<file path="src/canled_pkg.sv">
`default_nettype none

package canled_pkg;

    // Width of the elapsed time field; the accumulator holds one tick less a
    // microsecond plus a full elapsed value, so one extra bit is enough.
    localparam int ELAPSED_WIDTH = 20;
    localparam int ACC_WIDTH     = ELAPSED_WIDTH + 1;
    localparam int TICK_US       = 50000;
    localparam int DIFF_WIDTH    = 16;
    localparam int LIMIT_WIDTH   = 32;
    localparam int NS_WIDTH      = 3;

    // pattern byte bit positions
    localparam int BIT_FLICKER = 0;
    localparam int BIT_BLINK   = 1;
    localparam int BIT_FLASH1  = 2;
    localparam int BIT_FLASH2  = 3;
    localparam int BIT_FLASH3  = 4;
    localparam int BIT_FLASH4  = 5;
    localparam int BIT_IND     = 7;

    localparam logic [3:0] FLASHES_1 = 4'd1;
    localparam logic [3:0] FLASHES_2 = 4'd2;
    localparam logic [3:0] FLASHES_3 = 4'd3;
    localparam logic [3:0] FLASHES_4 = 4'd4;

    localparam logic [NS_WIDTH-1:0] NS_INIT    = 3'd0;
    localparam logic [NS_WIDTH-1:0] NS_PREOP   = 3'd1;
    localparam logic [NS_WIDTH-1:0] NS_OPER    = 3'd2;
    localparam logic [NS_WIDTH-1:0] NS_STOPPED = 3'd3;

    typedef enum logic [1:0] {
        ST_IDLE,
        ST_TICK,
        ST_DONE
    } state_t;

    typedef struct packed {
        logic load;
        logic tick;
    } cmd_t;

    typedef struct packed {
        logic tick_due;
    } status_t;

    typedef struct packed {
        logic [3:0] count;
        logic       red;
        logic       green;
    } flash_t;

    // One slow step of an n-flash counter; period is 2n+4 steps, odd steps
    // light red, even steps up to 2n light green, the rest is the pause.
    function automatic flash_t flash_step(input logic [3:0] cnt, input logic [3:0] flashes);
        flash_t     res;
        logic [4:0] c;
        logic [4:0] double_n;
        logic [4:0] period;
        c        = {1'b0, cnt} + 5'd1;
        double_n = {flashes, 1'b0};
        period   = double_n + 5'd4;
        res      = '0;
        if (c >= period)
        begin
            res.count = 4'd0;
        end
        else
        begin
            res.count = c[3:0];
            if (c <= double_n)
            begin
                if (c[0])
                begin
                    res.red = 1'b1;
                end
                else
                begin
                    res.green = 1'b1;
                end
            end
        end
        return res;
    endfunction

endpackage

`default_nettype wire

</file>
<file path="src/canled_ctrl.sv">
`default_nettype none

module canled_ctrl
    import canled_pkg::*;
(
    input  wire logic    clk,
    input  wire logic    rst_n,
    input  wire logic    in_valid,
    output logic         in_ready,
    output logic         out_valid,
    input  wire logic    out_ready,
    output cmd_t         cmd,
    input  wire status_t status
);

    state_t state_reg;
    state_t state_next;

    always_ff @(posedge clk or negedge rst_n)
    begin
        if (!rst_n)
        begin
            state_reg <= ST_IDLE;
        end
        else
        begin
            state_reg <= state_next;
        end
    end

    always_comb
    begin
        state_next = state_reg;
        unique case (state_reg)
            ST_IDLE:
            begin
                if (in_valid)
                begin
                    state_next = ST_TICK;
                end
            end
            ST_TICK:
            begin
                if (!status.tick_due)
                begin
                    state_next = ST_DONE;
                end
            end
            ST_DONE:
            begin
                if (out_ready)
                begin
                    state_next = ST_IDLE;
                end
            end
            default:
            begin
                state_next = ST_IDLE;
            end
        endcase
    end

    always_comb
    begin
        in_ready  = 1'b0;
        out_valid = 1'b0;
        cmd       = '0;
        unique case (state_reg)
            ST_IDLE:
            begin
                in_ready = 1'b1;
                cmd.load = in_valid;
            end
            ST_TICK:
            begin
                cmd.tick = status.tick_due;
            end
            ST_DONE:
            begin
                out_valid = 1'b1;
            end
            default:
            begin
                in_ready = 1'b0;
            end
        endcase
    end

`ifndef SYNTHESIS
    // a beat is never offered while ticks are still owed
    a_out_settled: assert property (@(posedge clk) disable iff (!rst_n)
        out_valid |-> !status.tick_due)
        else $error("result offered with tick pending");

    a_one_cmd: assert property (@(posedge clk) disable iff (!rst_n)
        !(cmd.load && cmd.tick))
        else $error("load and tick in the same cycle");

    a_one_in_flight: assert property (@(posedge clk) disable iff (!rst_n)
        !(in_ready && out_valid))
        else $error("input taken while a result is pending");
`endif

endmodule

`default_nettype wire

</file>
<file path="src/canled_dp.sv">
`default_nettype none

module canled_dp
    import canled_pkg::*;
(
    input  wire logic                     clk,
    input  wire logic                     rst_n,
    input  wire cmd_t                     cmd,
    output status_t                       status,
    input  wire logic [ELAPSED_WIDTH-1:0] elapsed_us,
    input  wire logic [NS_WIDTH-1:0]      node_state,
    input  wire logic                     lss_config,
    input  wire logic                     bus_off,
    input  wire logic                     bus_warning,
    input  wire logic                     pdo_error,
    input  wire logic                     sync_error,
    input  wire logic                     heartbeat_error,
    input  wire logic                     other_error,
    input  wire logic                     firmware_loading,
    input  wire logic [LIMIT_WIDTH-1:0]   wake_limit_us,
    output logic [7:0]                    red_patterns,
    output logic [7:0]                    green_patterns,
    output logic [LIMIT_WIDTH-1:0]        wake_next_us
);

    logic [ACC_WIDTH-1:0]   acc_reg;
    logic [ACC_WIDTH-1:0]   acc_next;
    logic [1:0]             slow_phase_reg;
    logic [1:0]             slow_phase_next;
    logic [2:0]             flash1_reg;
    logic [2:0]             flash1_next;
    logic [2:0]             flash2_reg;
    logic [2:0]             flash2_next;
    logic [3:0]             flash3_reg;
    logic [3:0]             flash3_next;
    logic [3:0]             flash4_reg;
    logic [3:0]             flash4_next;
    logic [7:0]             red_byte_reg;
    logic [7:0]             red_byte_next;
    logic [7:0]             green_byte_reg;
    logic [7:0]             green_byte_next;

    // item fields held for the tick loop
    logic [NS_WIDTH-1:0]    ns_reg;
    logic                   lss_reg;
    logic                   boff_reg;
    logic                   bwarn_reg;
    logic                   pdo_reg;
    logic                   sync_reg;
    logic                   hb_reg;
    logic                   oth_reg;
    logic                   fw_reg;
    logic [LIMIT_WIDTH-1:0] limit_reg;

    flash_t                 f1;
    flash_t                 f2;
    flash_t                 f3;
    flash_t                 f4;
    logic [7:0]             rd;
    logic [7:0]             gr;
    logic                   rind;
    logic                   gind;
    logic [ACC_WIDTH-1:0]   acc_left;
    logic [DIFF_WIDTH-1:0]  diff;

    assign status.tick_due = (acc_reg >= ACC_WIDTH'(TICK_US));

    // one tick's pattern update
    always_comb
    begin
        slow_phase_next = slow_phase_reg + 2'd1;
        f1 = flash_step({1'b0, flash1_reg}, FLASHES_1);
        f2 = flash_step({1'b0, flash2_reg}, FLASHES_2);
        f3 = flash_step(flash3_reg, FLASHES_3);
        f4 = flash_step(flash4_reg, FLASHES_4);
        if (slow_phase_next == 2'd0)
        begin
            rd = '0;
            gr = '0;
            if (!red_byte_reg[BIT_BLINK])
            begin
                rd[BIT_BLINK] = 1'b1;
            end
            else
            begin
                gr[BIT_BLINK] = 1'b1;
            end
            rd[BIT_FLASH1] = f1.red;
            gr[BIT_FLASH1] = f1.green;
            rd[BIT_FLASH2] = f2.red;
            gr[BIT_FLASH2] = f2.green;
            rd[BIT_FLASH3] = f3.red;
            gr[BIT_FLASH3] = f3.green;
            rd[BIT_FLASH4] = f4.red;
            gr[BIT_FLASH4] = f4.green;
            flash1_next = f1.count[2:0];
            flash2_next = f2.count[2:0];
            flash3_next = f3.count;
            flash4_next = f4.count;
        end
        else
        begin
            rd = red_byte_reg;
            gr = green_byte_reg;
            rd[BIT_FLICKER] = 1'b0;
            rd[BIT_IND]     = 1'b0;
            gr[BIT_FLICKER] = 1'b0;
            gr[BIT_IND]     = 1'b0;
            flash1_next = flash1_reg;
            flash2_next = flash2_reg;
            flash3_next = flash3_reg;
            flash4_next = flash4_reg;
        end
        if (!red_byte_reg[BIT_FLICKER])
        begin
            rd[BIT_FLICKER] = 1'b1;
        end
        else
        begin
            gr[BIT_FLICKER] = 1'b1;
        end

        priority if (boff_reg)              rind = 1'b1;
        else if (ns_reg == NS_INIT)         rind = rd[BIT_FLICKER];
        else if (pdo_reg)                   rind = rd[BIT_FLASH4];
        else if (sync_reg)                  rind = rd[BIT_FLASH3];
        else if (hb_reg)                    rind = rd[BIT_FLASH2];
        else if (bwarn_reg)                 rind = rd[BIT_FLASH1];
        else if (oth_reg)                   rind = rd[BIT_BLINK];
        else                                rind = 1'b0;

        priority if (lss_reg)               gind = gr[BIT_FLICKER];
        else if (fw_reg)                    gind = gr[BIT_FLASH3];
        else if (ns_reg == NS_STOPPED)      gind = gr[BIT_FLASH1];
        else if (ns_reg == NS_PREOP)        gind = gr[BIT_BLINK];
        else if (ns_reg == NS_OPER)         gind = 1'b1;
        else                                gind = 1'b0;

        red_byte_next   = rd;
        green_byte_next = gr;
        red_byte_next[BIT_IND]   = rind;
        green_byte_next[BIT_IND] = gind;
    end

    always_comb
    begin
        acc_next = acc_reg;
        if (cmd.load)
        begin
            acc_next = acc_reg + ACC_WIDTH'(elapsed_us);
        end
        else if (cmd.tick)
        begin
            acc_next = acc_reg - ACC_WIDTH'(TICK_US);
        end
    end

    always_ff @(posedge clk or negedge rst_n)
    begin
        if (!rst_n)
        begin
            acc_reg        <= '0;
            slow_phase_reg <= '0;
            flash1_reg     <= '0;
            flash2_reg     <= '0;
            flash3_reg     <= '0;
            flash4_reg     <= '0;
            red_byte_reg   <= '0;
            green_byte_reg <= '0;
        end
        else
        begin
            acc_reg <= acc_next;
            if (cmd.tick)
            begin
                slow_phase_reg <= slow_phase_next;
                flash1_reg     <= flash1_next;
                flash2_reg     <= flash2_next;
                flash3_reg     <= flash3_next;
                flash4_reg     <= flash4_next;
                red_byte_reg   <= red_byte_next;
                green_byte_reg <= green_byte_next;
            end
        end
    end

    always_ff @(posedge clk)
    begin
        if (cmd.load)
        begin
            ns_reg    <= node_state;
            lss_reg   <= lss_config;
            boff_reg  <= bus_off;
            bwarn_reg <= bus_warning;
            pdo_reg   <= pdo_error;
            sync_reg  <= sync_error;
            hb_reg    <= heartbeat_error;
            oth_reg   <= other_error;
            fw_reg    <= firmware_loading;
            limit_reg <= wake_limit_us;
        end
    end

    // accumulator is below one tick whenever the result is read
    assign acc_left = ACC_WIDTH'(TICK_US) - acc_reg;
    assign diff     = acc_left[DIFF_WIDTH-1:0];

    always_comb
    begin
        if (limit_reg > LIMIT_WIDTH'(diff))
        begin
            wake_next_us = LIMIT_WIDTH'(diff);
        end
        else
        begin
            wake_next_us = limit_reg;
        end
    end

    assign red_patterns   = red_byte_reg;
    assign green_patterns = green_byte_reg;

`ifndef SYNTHESIS
    a_tick_needs_time: assert property (@(posedge clk) disable iff (!rst_n)
        cmd.tick |-> status.tick_due)
        else $error("tick issued with accumulator below one tick");

    a_slow_advance: assert property (@(posedge clk) disable iff (!rst_n)
        cmd.tick |=> slow_phase_reg == $past(slow_phase_reg) + 2'd1)
        else $error("slow phase did not advance on tick");

    a_acc_hold: assert property (@(posedge clk) disable iff (!rst_n)
        !cmd.load && !cmd.tick |=> $stable(acc_reg))
        else $error("accumulator changed without a command");

    a_flicker_toggle: assert property (@(posedge clk) disable iff (!rst_n)
        cmd.tick |=> red_byte_reg[BIT_FLICKER] != $past(red_byte_reg[BIT_FLICKER]))
        else $error("flicker phase did not toggle on tick");
`endif

endmodule

`default_nettype wire

</file>
<file path="src/canopen_indicator_led_generator.sv">
`default_nettype none

// Indicator LED generator for the red ERROR and green RUN LEDs. Each input beat
// carries the microseconds elapsed since the last beat plus node state and
// error flags; the time is accumulated and every 50 ms of it is one tick that
// steps the flicker, blink and flash patterns and re-picks both indicators.
// Ticks run one per clock in the tick loop, and a 20-bit elapsed value brings
// up to 21 ticks per item; the next input beat can be taken in the cycle after
// the result beat. One item is in flight at a time; in_ready is low from
// acceptance until the result beat is taken. If an item brings no tick,
// patterns and indicators repeat their last values, and wake_next_us gives
// the smaller of wake_limit_us and the time to the next tick.
module canopen_indicator_led_generator
    import canled_pkg::*;
(
    input  wire logic                     clk,
    input  wire logic                     rst_n,
    input  wire logic                     in_valid,
    output logic                          in_ready,
    input  wire logic [ELAPSED_WIDTH-1:0] elapsed_us,
    input  wire logic [NS_WIDTH-1:0]      node_state,
    input  wire logic                     lss_config,
    input  wire logic                     bus_off,
    input  wire logic                     bus_warning,
    input  wire logic                     pdo_error,
    input  wire logic                     sync_error,
    input  wire logic                     heartbeat_error,
    input  wire logic                     other_error,
    input  wire logic                     firmware_loading,
    input  wire logic [LIMIT_WIDTH-1:0]   wake_limit_us,
    output logic                          out_valid,
    input  wire logic                     out_ready,
    output logic                          red_indicator,
    output logic                          green_indicator,
    output logic [7:0]                    red_patterns,
    output logic [7:0]                    green_patterns,
    output logic [LIMIT_WIDTH-1:0]        wake_next_us
);

    cmd_t    cmd;
    status_t status;

    canled_ctrl u_ctrl (
        .clk       (clk),
        .rst_n     (rst_n),
        .in_valid  (in_valid),
        .in_ready  (in_ready),
        .out_valid (out_valid),
        .out_ready (out_ready),
        .cmd       (cmd),
        .status    (status)
    );

    canled_dp u_dp (
        .clk              (clk),
        .rst_n            (rst_n),
        .cmd              (cmd),
        .status           (status),
        .elapsed_us       (elapsed_us),
        .node_state       (node_state),
        .lss_config       (lss_config),
        .bus_off          (bus_off),
        .bus_warning      (bus_warning),
        .pdo_error        (pdo_error),
        .sync_error       (sync_error),
        .heartbeat_error  (heartbeat_error),
        .other_error      (other_error),
        .firmware_loading (firmware_loading),
        .wake_limit_us    (wake_limit_us),
        .red_patterns     (red_patterns),
        .green_patterns   (green_patterns),
        .wake_next_us     (wake_next_us)
    );

    assign red_indicator   = red_patterns[BIT_IND];
    assign green_indicator = green_patterns[BIT_IND];

endmodule

`default_nettype wire
</file>
<file path="config.mk">
export PLATFORM = sky130hd
export DESIGN_NAME = canopen_indicator_led_generator
export DESIGN_NICKNAME = d
export VERILOG_FILES = /design/src/canled_pkg.sv /design/src/canled_ctrl.sv /design/src/canled_dp.sv /design/src/canopen_indicator_led_generator.sv
export SDC_FILE = /design/constraint.sdc
export NUM_CORES = 1
export LEC_CHECK = 0
export BUFFER_PORTS_ARGS = -buffer_cell sky130_fd_sc_hd__clkbuf_2
export CORE_MARGIN = 5
export CORE_UTILIZATION = 57
export DETAILED_ROUTE_END_ITERATION = 10
export GPL_ROUTABILITY_DRIVEN = 0
export HOLD_SLACK_MARGIN = 0.03
export PLACE_DENSITY = 0.82
export SLEW_MARGIN = 20
export SYNTH_ARGS = -nofsm -noshare
export SYNTH_HDL_FRONTEND = slang
export SYNTH_SLANG_ARGS = --single-unit
</file>
<file path="constraint.sdc">
create_clock -name clk -period 4.5 [get_ports clk]
set_input_delay 0.45 -clock clk [delete_from_list [all_inputs] [get_ports clk]]
set_output_delay 0.45 -clock clk [all_outputs]
set_load 0.05 [all_outputs]
</file>
# Word level (Yosys, flattened, before mapping)
# Index checks and enable logic that the tools add are counted.
# word_totals
elab_cells	101
out_inout_bits	52
regBits	96
input_bits	67
# classes
eq_ne	8
reduce_logical	6
mux	49
n_lt_le_gt_ge	10
n_addsub	8
# ops
op	n
$mux W21	2
$gt A32 B16 Y1	1
$mux W32	1
$mux W1	28
$mux W2	11
$add A21 B20 Y21	1
$ge A21 B16 Y1 const B	1
$sub A21 B16 Y21 const B	1
$sub A16 B16 Y16 const A	1
$add A4 B1 Y5 const B	2
$ge A5 B4 Y1 const B	2
$add A3 B1 Y4 const B	2
$mux W4	2
$eq A3 B2 Y1 const B	2
$mux W3	2
$mux W6	1
$ne A2 B2 Y1 const B	3
$pmux W2 S3	1
$le A5 B3 Y1 const B	1
$le A5 B4 Y1 const B	1
$mux W5	1
$ge A4 B3 Y1 const B	1
$ge A4 B4 Y1 const B	1
$le A4 B2 Y1 const B	1
other kinds (10)	11

# Longest topological paths before layout
# logic_depth
word_depth	12
ltp_mapped	16
mapped_depth_nobuf	15

# By module
# A second synthesis with hierarchy kept.
# hier_totals
hier_cells	621
area_unflattened_um2	6197.2
# by_module_without_submodules
module	instances	cells_each	area_each_um2
canled_dp	1	608	6073.3
canled_ctrl	1	11	108.9
canopen_indicator_led_generator	1	2	15.0

# Least setup slack after synthesis
# OpenSTA, ideal clock, no wires.
# synth_timing
path_type	register -> output
start	reg u_dp.acc_reg[0]
end	out wake_next_us[10]
arrival_time_ps	4241
n_path_buf	1
path_stages_with_launch	17
slack_ps	-191
path_cell_list	dfrtp_1 -> inv_1 -> ha_1 -> nor4bb_1 -> nor2_1 -> a21oi_1 -> nor2_1 -> nor3_1 -> xor2_1 -> ha_1 -> nand4_1 -> nor2_1 -> nand3_1 -> or4_1 -> a31oi_4 -> buf_6 -> mux2i_1
# synth_via
elab_chain_len	3
# synth_lines
element	line	source
from (decl)	canled_dp.sv:26	logic [ACC_WIDTH-1:0] acc_reg;
from (signal assigned)	canled_dp.sv:173	acc_reg <= acc_next;
$sub A16 B16 Y16 (*)	canled_dp.sv:205	assign acc_left = ACC_WIDTH'(TICK_US) - acc_reg;
$gt A32 B16 Y1	canled_dp.sv:210	if (limit_reg > LIMIT_WIDTH'(diff))
$mux W32 (*)	canled_dp.sv:210	
to (decl)	canopen_indicator_led_generator.sv:37	output logic [LIMIT_WIDTH-1:0] wake_next_us
# Mark *: on every way between the ends. The rest lies on a longest branch, timed or not.

# Final worst setup path
# layout_timing
start	reg u_dp.acc_reg[5]
end	out wake_next_us[4]
# layout_via
elab_chain_len	3
# layout_lines
element	line
$sub A16 B16 Y16	canled_dp.sv:205
$gt A32 B16 Y1	canled_dp.sv:210
$mux W32	canled_dp.sv:210
# No other way between the ends.

==> summary.md <==
| Metric | Value |
|---|---|
| Post-route insts no fill | `892` |
| Worst-path cell chain | `inv_2 > buf_4 > buf_4 > ha_1 > nor2_2 > a21oi_2 > nor2_2 > nor3_2 > xor2_1 > ha_1 > nand4_1 > nor2_2 > nand3_2 > or4_4 > a31oi_4 > buf_6 > buf_8 > mux2i_4 > buf_12` |
| TritonCTS clock tree | `built` |
| Max FO, Critical Path | `5` |
| RSZ-0062 raised after global routing | `yes` |
| Top post-synthesis cells by area | `dfrtp_1 (21%), edfxtp_1 (20%), ha_1 (9.5%)` |
| Via count | `5144` |
| First-pass GRT wire length | `24700 um` |
| Nets | `863` |
| Ports | `119` |
| Number of flops mapped to enable cells by yosys | `43` |
| First-pass DRT Iterations | `5` |
| Final setup fails | `4` |
| CP Class | `reg -> out` |
| Std cell rows | `38` |
| Cell repeated most along the worst path | `nor2_2` |
| Avg Synthesized Cell Area | `10.0 um^2` |
| FFs w/ async S/R, synth | `55.2%` |
| Top_reg_cell synth | `dfrtp_1` |
| Post-DP HPWL | `10700 um` |
| Syn Std Cell Area | `6330 um^2` |
| Worst slew pin tran | `0.926 ns` |
| Violation count after the first detailed-route iteration | `270` |
| CTS Hold Buffers Added | `0` |
| Largest net degree at the start of global routing | `70` |
| # clock sinks | `96` |
| DR WL/cell | `17.6 um` |
| Layout Skew | `0.0161 ns` |
| Tcrit/Tclk final | `101%` |
| Number of flip-flops in the largest register | `32` |
| Leading area contributor after synthesis | `dfrtp_1` |
| Failing checks | `negative setup slack` |
| CTS buffer count | `9` |
| CTS H-Tree Depth | `3` |
| Vias per cell | `5.77` |
| Grt total ovfl | `0` |
| Filler cells | `743` |
| Clk_lat worst skew | `0.38 ns` |
| Clk buf depth | `2` |
| DRC | `0` |
| Max cap viols | `0` |
| Die width | `115 um` |
| Worst setup SP type | `flop` |
| Clock transition at path regs | `0.10 ns` |
| Worst Path Arrival | `4.09 ns` |
| Worst setup margin | `-0.0401 ns` |
| Antenna violations before repair | `0` |
| Post-Synthesis Cells | `633` |
| Final WL | `15700 um` |
| Vert. Die Dim | `115 um` |
| Slowest CP cell | `or4_4` |
| # port buffers | `100` |
| Fin crit period | `4.54 ns` |
| Slew Limit Fails | `0` |
| Number of synthesized register bits | `96` |
| Number of global-route vias before repair | `5110` |
| Post-synthesis sequential area ratio | `41.4%` |
| Fmax | `220 MHz` |
| Top cell type's share of synthesized area | `21.0%` |
| Cells after DPL | `858` |
| Total of warnings raised by yosys | `0` |
| Distinct cells, synth | `74` |
| Req. time, crit path | `4.05 ns` |
| Crit path capture type | `output pin` |
| Status | `complete, but fails checks` |
| Critical Path Max Stage Delay | `0.44 ns` |
| Initial Utilization | `58.4%` |
| DRT antenna net count | `0` |
| Die area | `13300 um^2` |
| Tot GR Track Use | `23.5%` |
| Diode count | `0` |
| Layout area overhead | `21.9%` |
| Final hold violation count | `0` |
| Share of layout cells above drive strength 1 | `26.9%` |
| Relative slew margins | `37.8%` |
| Min-delay worst type | `in -> async` |
| Core Box Area | `10800 um^2` |
| Clock root cell | `clkbuf_8` |
layout by cell type (no fill, tap or decap), types with 5 or more instances in the layout:
cell and n:
clkbuf_2 84, nand2_1 65, dfrtp_1 52, ha_1 46, o21ai_0 44, edfxtp_1 43, xnor2_1 31, nor2_1 26
a21oi_1 26, inv_1 25, buf_4 22, xor2_1 19, conb_1 18, nand3_1 16, nor3_1 14, a21o_1 13
clkbuf_8 13, mux2i_1 12, mux2i_4 12, buf_12 11, nand2b_1 10, nor2_2 7, or3_1 7, nand4_1 7
a31oi_1 7, a211oi_1 6, mux2_2 6, o21a_1 6, inv_2 5, nor4_1 5, o21ai_1 5
cell families (layout without fill, tap and decap cells):
logic type | after synthesis | count (layout) | synth area share [%]
fa+ha+maj | 49 | 49 | 9.81
buf+inv | 71 | 173 | 6.23
flops | 96 | 96 | 41.4
other cells | 1 | 18 | 0.0593
mux | 31 | 31 | 5.02
xor+xnor | 52 | 52 | 7.20
simple gates | 187 | 187 | 15.4
compound gates | 146 | 146 | 14.9
critical path, delay by kind of cell (launching register included):
family	cells	cell delay, ns
and+or+nand+nor	7	1.28
buffers and inverters	6	0.75
adders and majority gates	2	0.51
DFF	1	0.39
AOI/OAI and AO/OA	2	0.31
muxes	1	0.27
xor gates and xnor gates	1	0.18
stage by stage:
stage | setup slack (ns) | TNS [ns] | instance area [um^2] | hold slack [ns] | utilization, %
finish | -0.0401 | -0.103 | 7710 | 0.176 | 71.2
global route | -0.203 | -2.36 | 7710 | 0.225 | 71.2
CTS | -0.0274 | -0.157 | 7660 | 0.204 | 70.7
detailed placement | -0.214 | -2.77 | 7030 | 0.472 | 64.9
global placement | 0.0284 | 0 | 7030 | 0.462 | 64.9
floorplan | -0.191 | -2.00 | 6390 | 0.154 | -
cell usage after synthesis, types with 3 or more instances:
library cell / count
inv_1: 29
a31oi_1: 7
or3_1: 7
o21a_1: 6
buf_2: 3
mux2_2: 6
nor4_1: 5
nor2_1: 31
xnor2_1: 31
o21bai_1: 4
a2111oi_0: 4
nand3_1: 17
buf_6: 4
clkbuf_1: 10
buf_4: 22
o31ai_1: 4
o21ai_1: 5
o21ai_0: 44
nor2b_1: 4
a211oi_1: 6
nand4_1: 7
nand2b_1: 10
nand2_1: 66
o211ai_1: 3
nor3_1: 15
a21o_1: 13
xor2_1: 21
dfrtp_1: 53
a22oi_1: 3
edfxtp_1: 43
mux2i_1: 25
ha_1: 48
a21oi_1: 28
or4_1: 3
metal layers:
metal / wire length, um / up-vias / GRT usage (%)
met3: 907 / 24 / 3.37
li1: - / 2480 / -
met1: 6480 / 2464 / 29.4
met2: 8010 / 176 / 41.2
met5: 0 / - / 0
met4: 308 / 0 / 8.92
final timing paths:
kind,depth (start not counted),from,to,slack [ns]
worst max-delay path,19,u_dp.acc_reg[5],wake_next_us[4],-0.04
worst min register to register,1,u_dp.slow_phase_reg[0],u_dp.slow_phase_reg[0],0.49
max in group asynchronous,2,rst_n,u_dp.acc_reg[3],3.81
worst max register to register,10,u_dp.acc_reg[0],u_dp.acc_reg[18],1.53
worst min-delay path,2,rst_n,u_dp.flash3_reg[2],0.18
min in group clk,1,wake_limit_us[0],u_dp.limit_reg[0],0.24
area by class of cell:
type | instances | area (um^2) | share of cell area (%)
timing repair buffer | 127 | 936 | 12.1
clock inverter | 7 | 78.8 | 1.02
sequential | 96 | 2620 | 33.9
multi-input combinational | 483 | 3670 | 47.6
inverter | 30 | 113 | 1.46
tap | 140 | 175 | 2.27
clock buffer | 9 | 124 | 1.61
timing repair:
| item | in CTS | in global routing |
|---|---|---|
| cloned | 1 | 0 |
| resized for setup | 61 | 13 |
| pin swaps | 17 | 13 |
| endpoints found under the setup margin | 16 | 16 |
| buffers inserted | 14 | 5 |
Power is left out: the tool's default activity adds up to more than one toggle a clock period on the data nets, which glitch-free logic cannot reach.
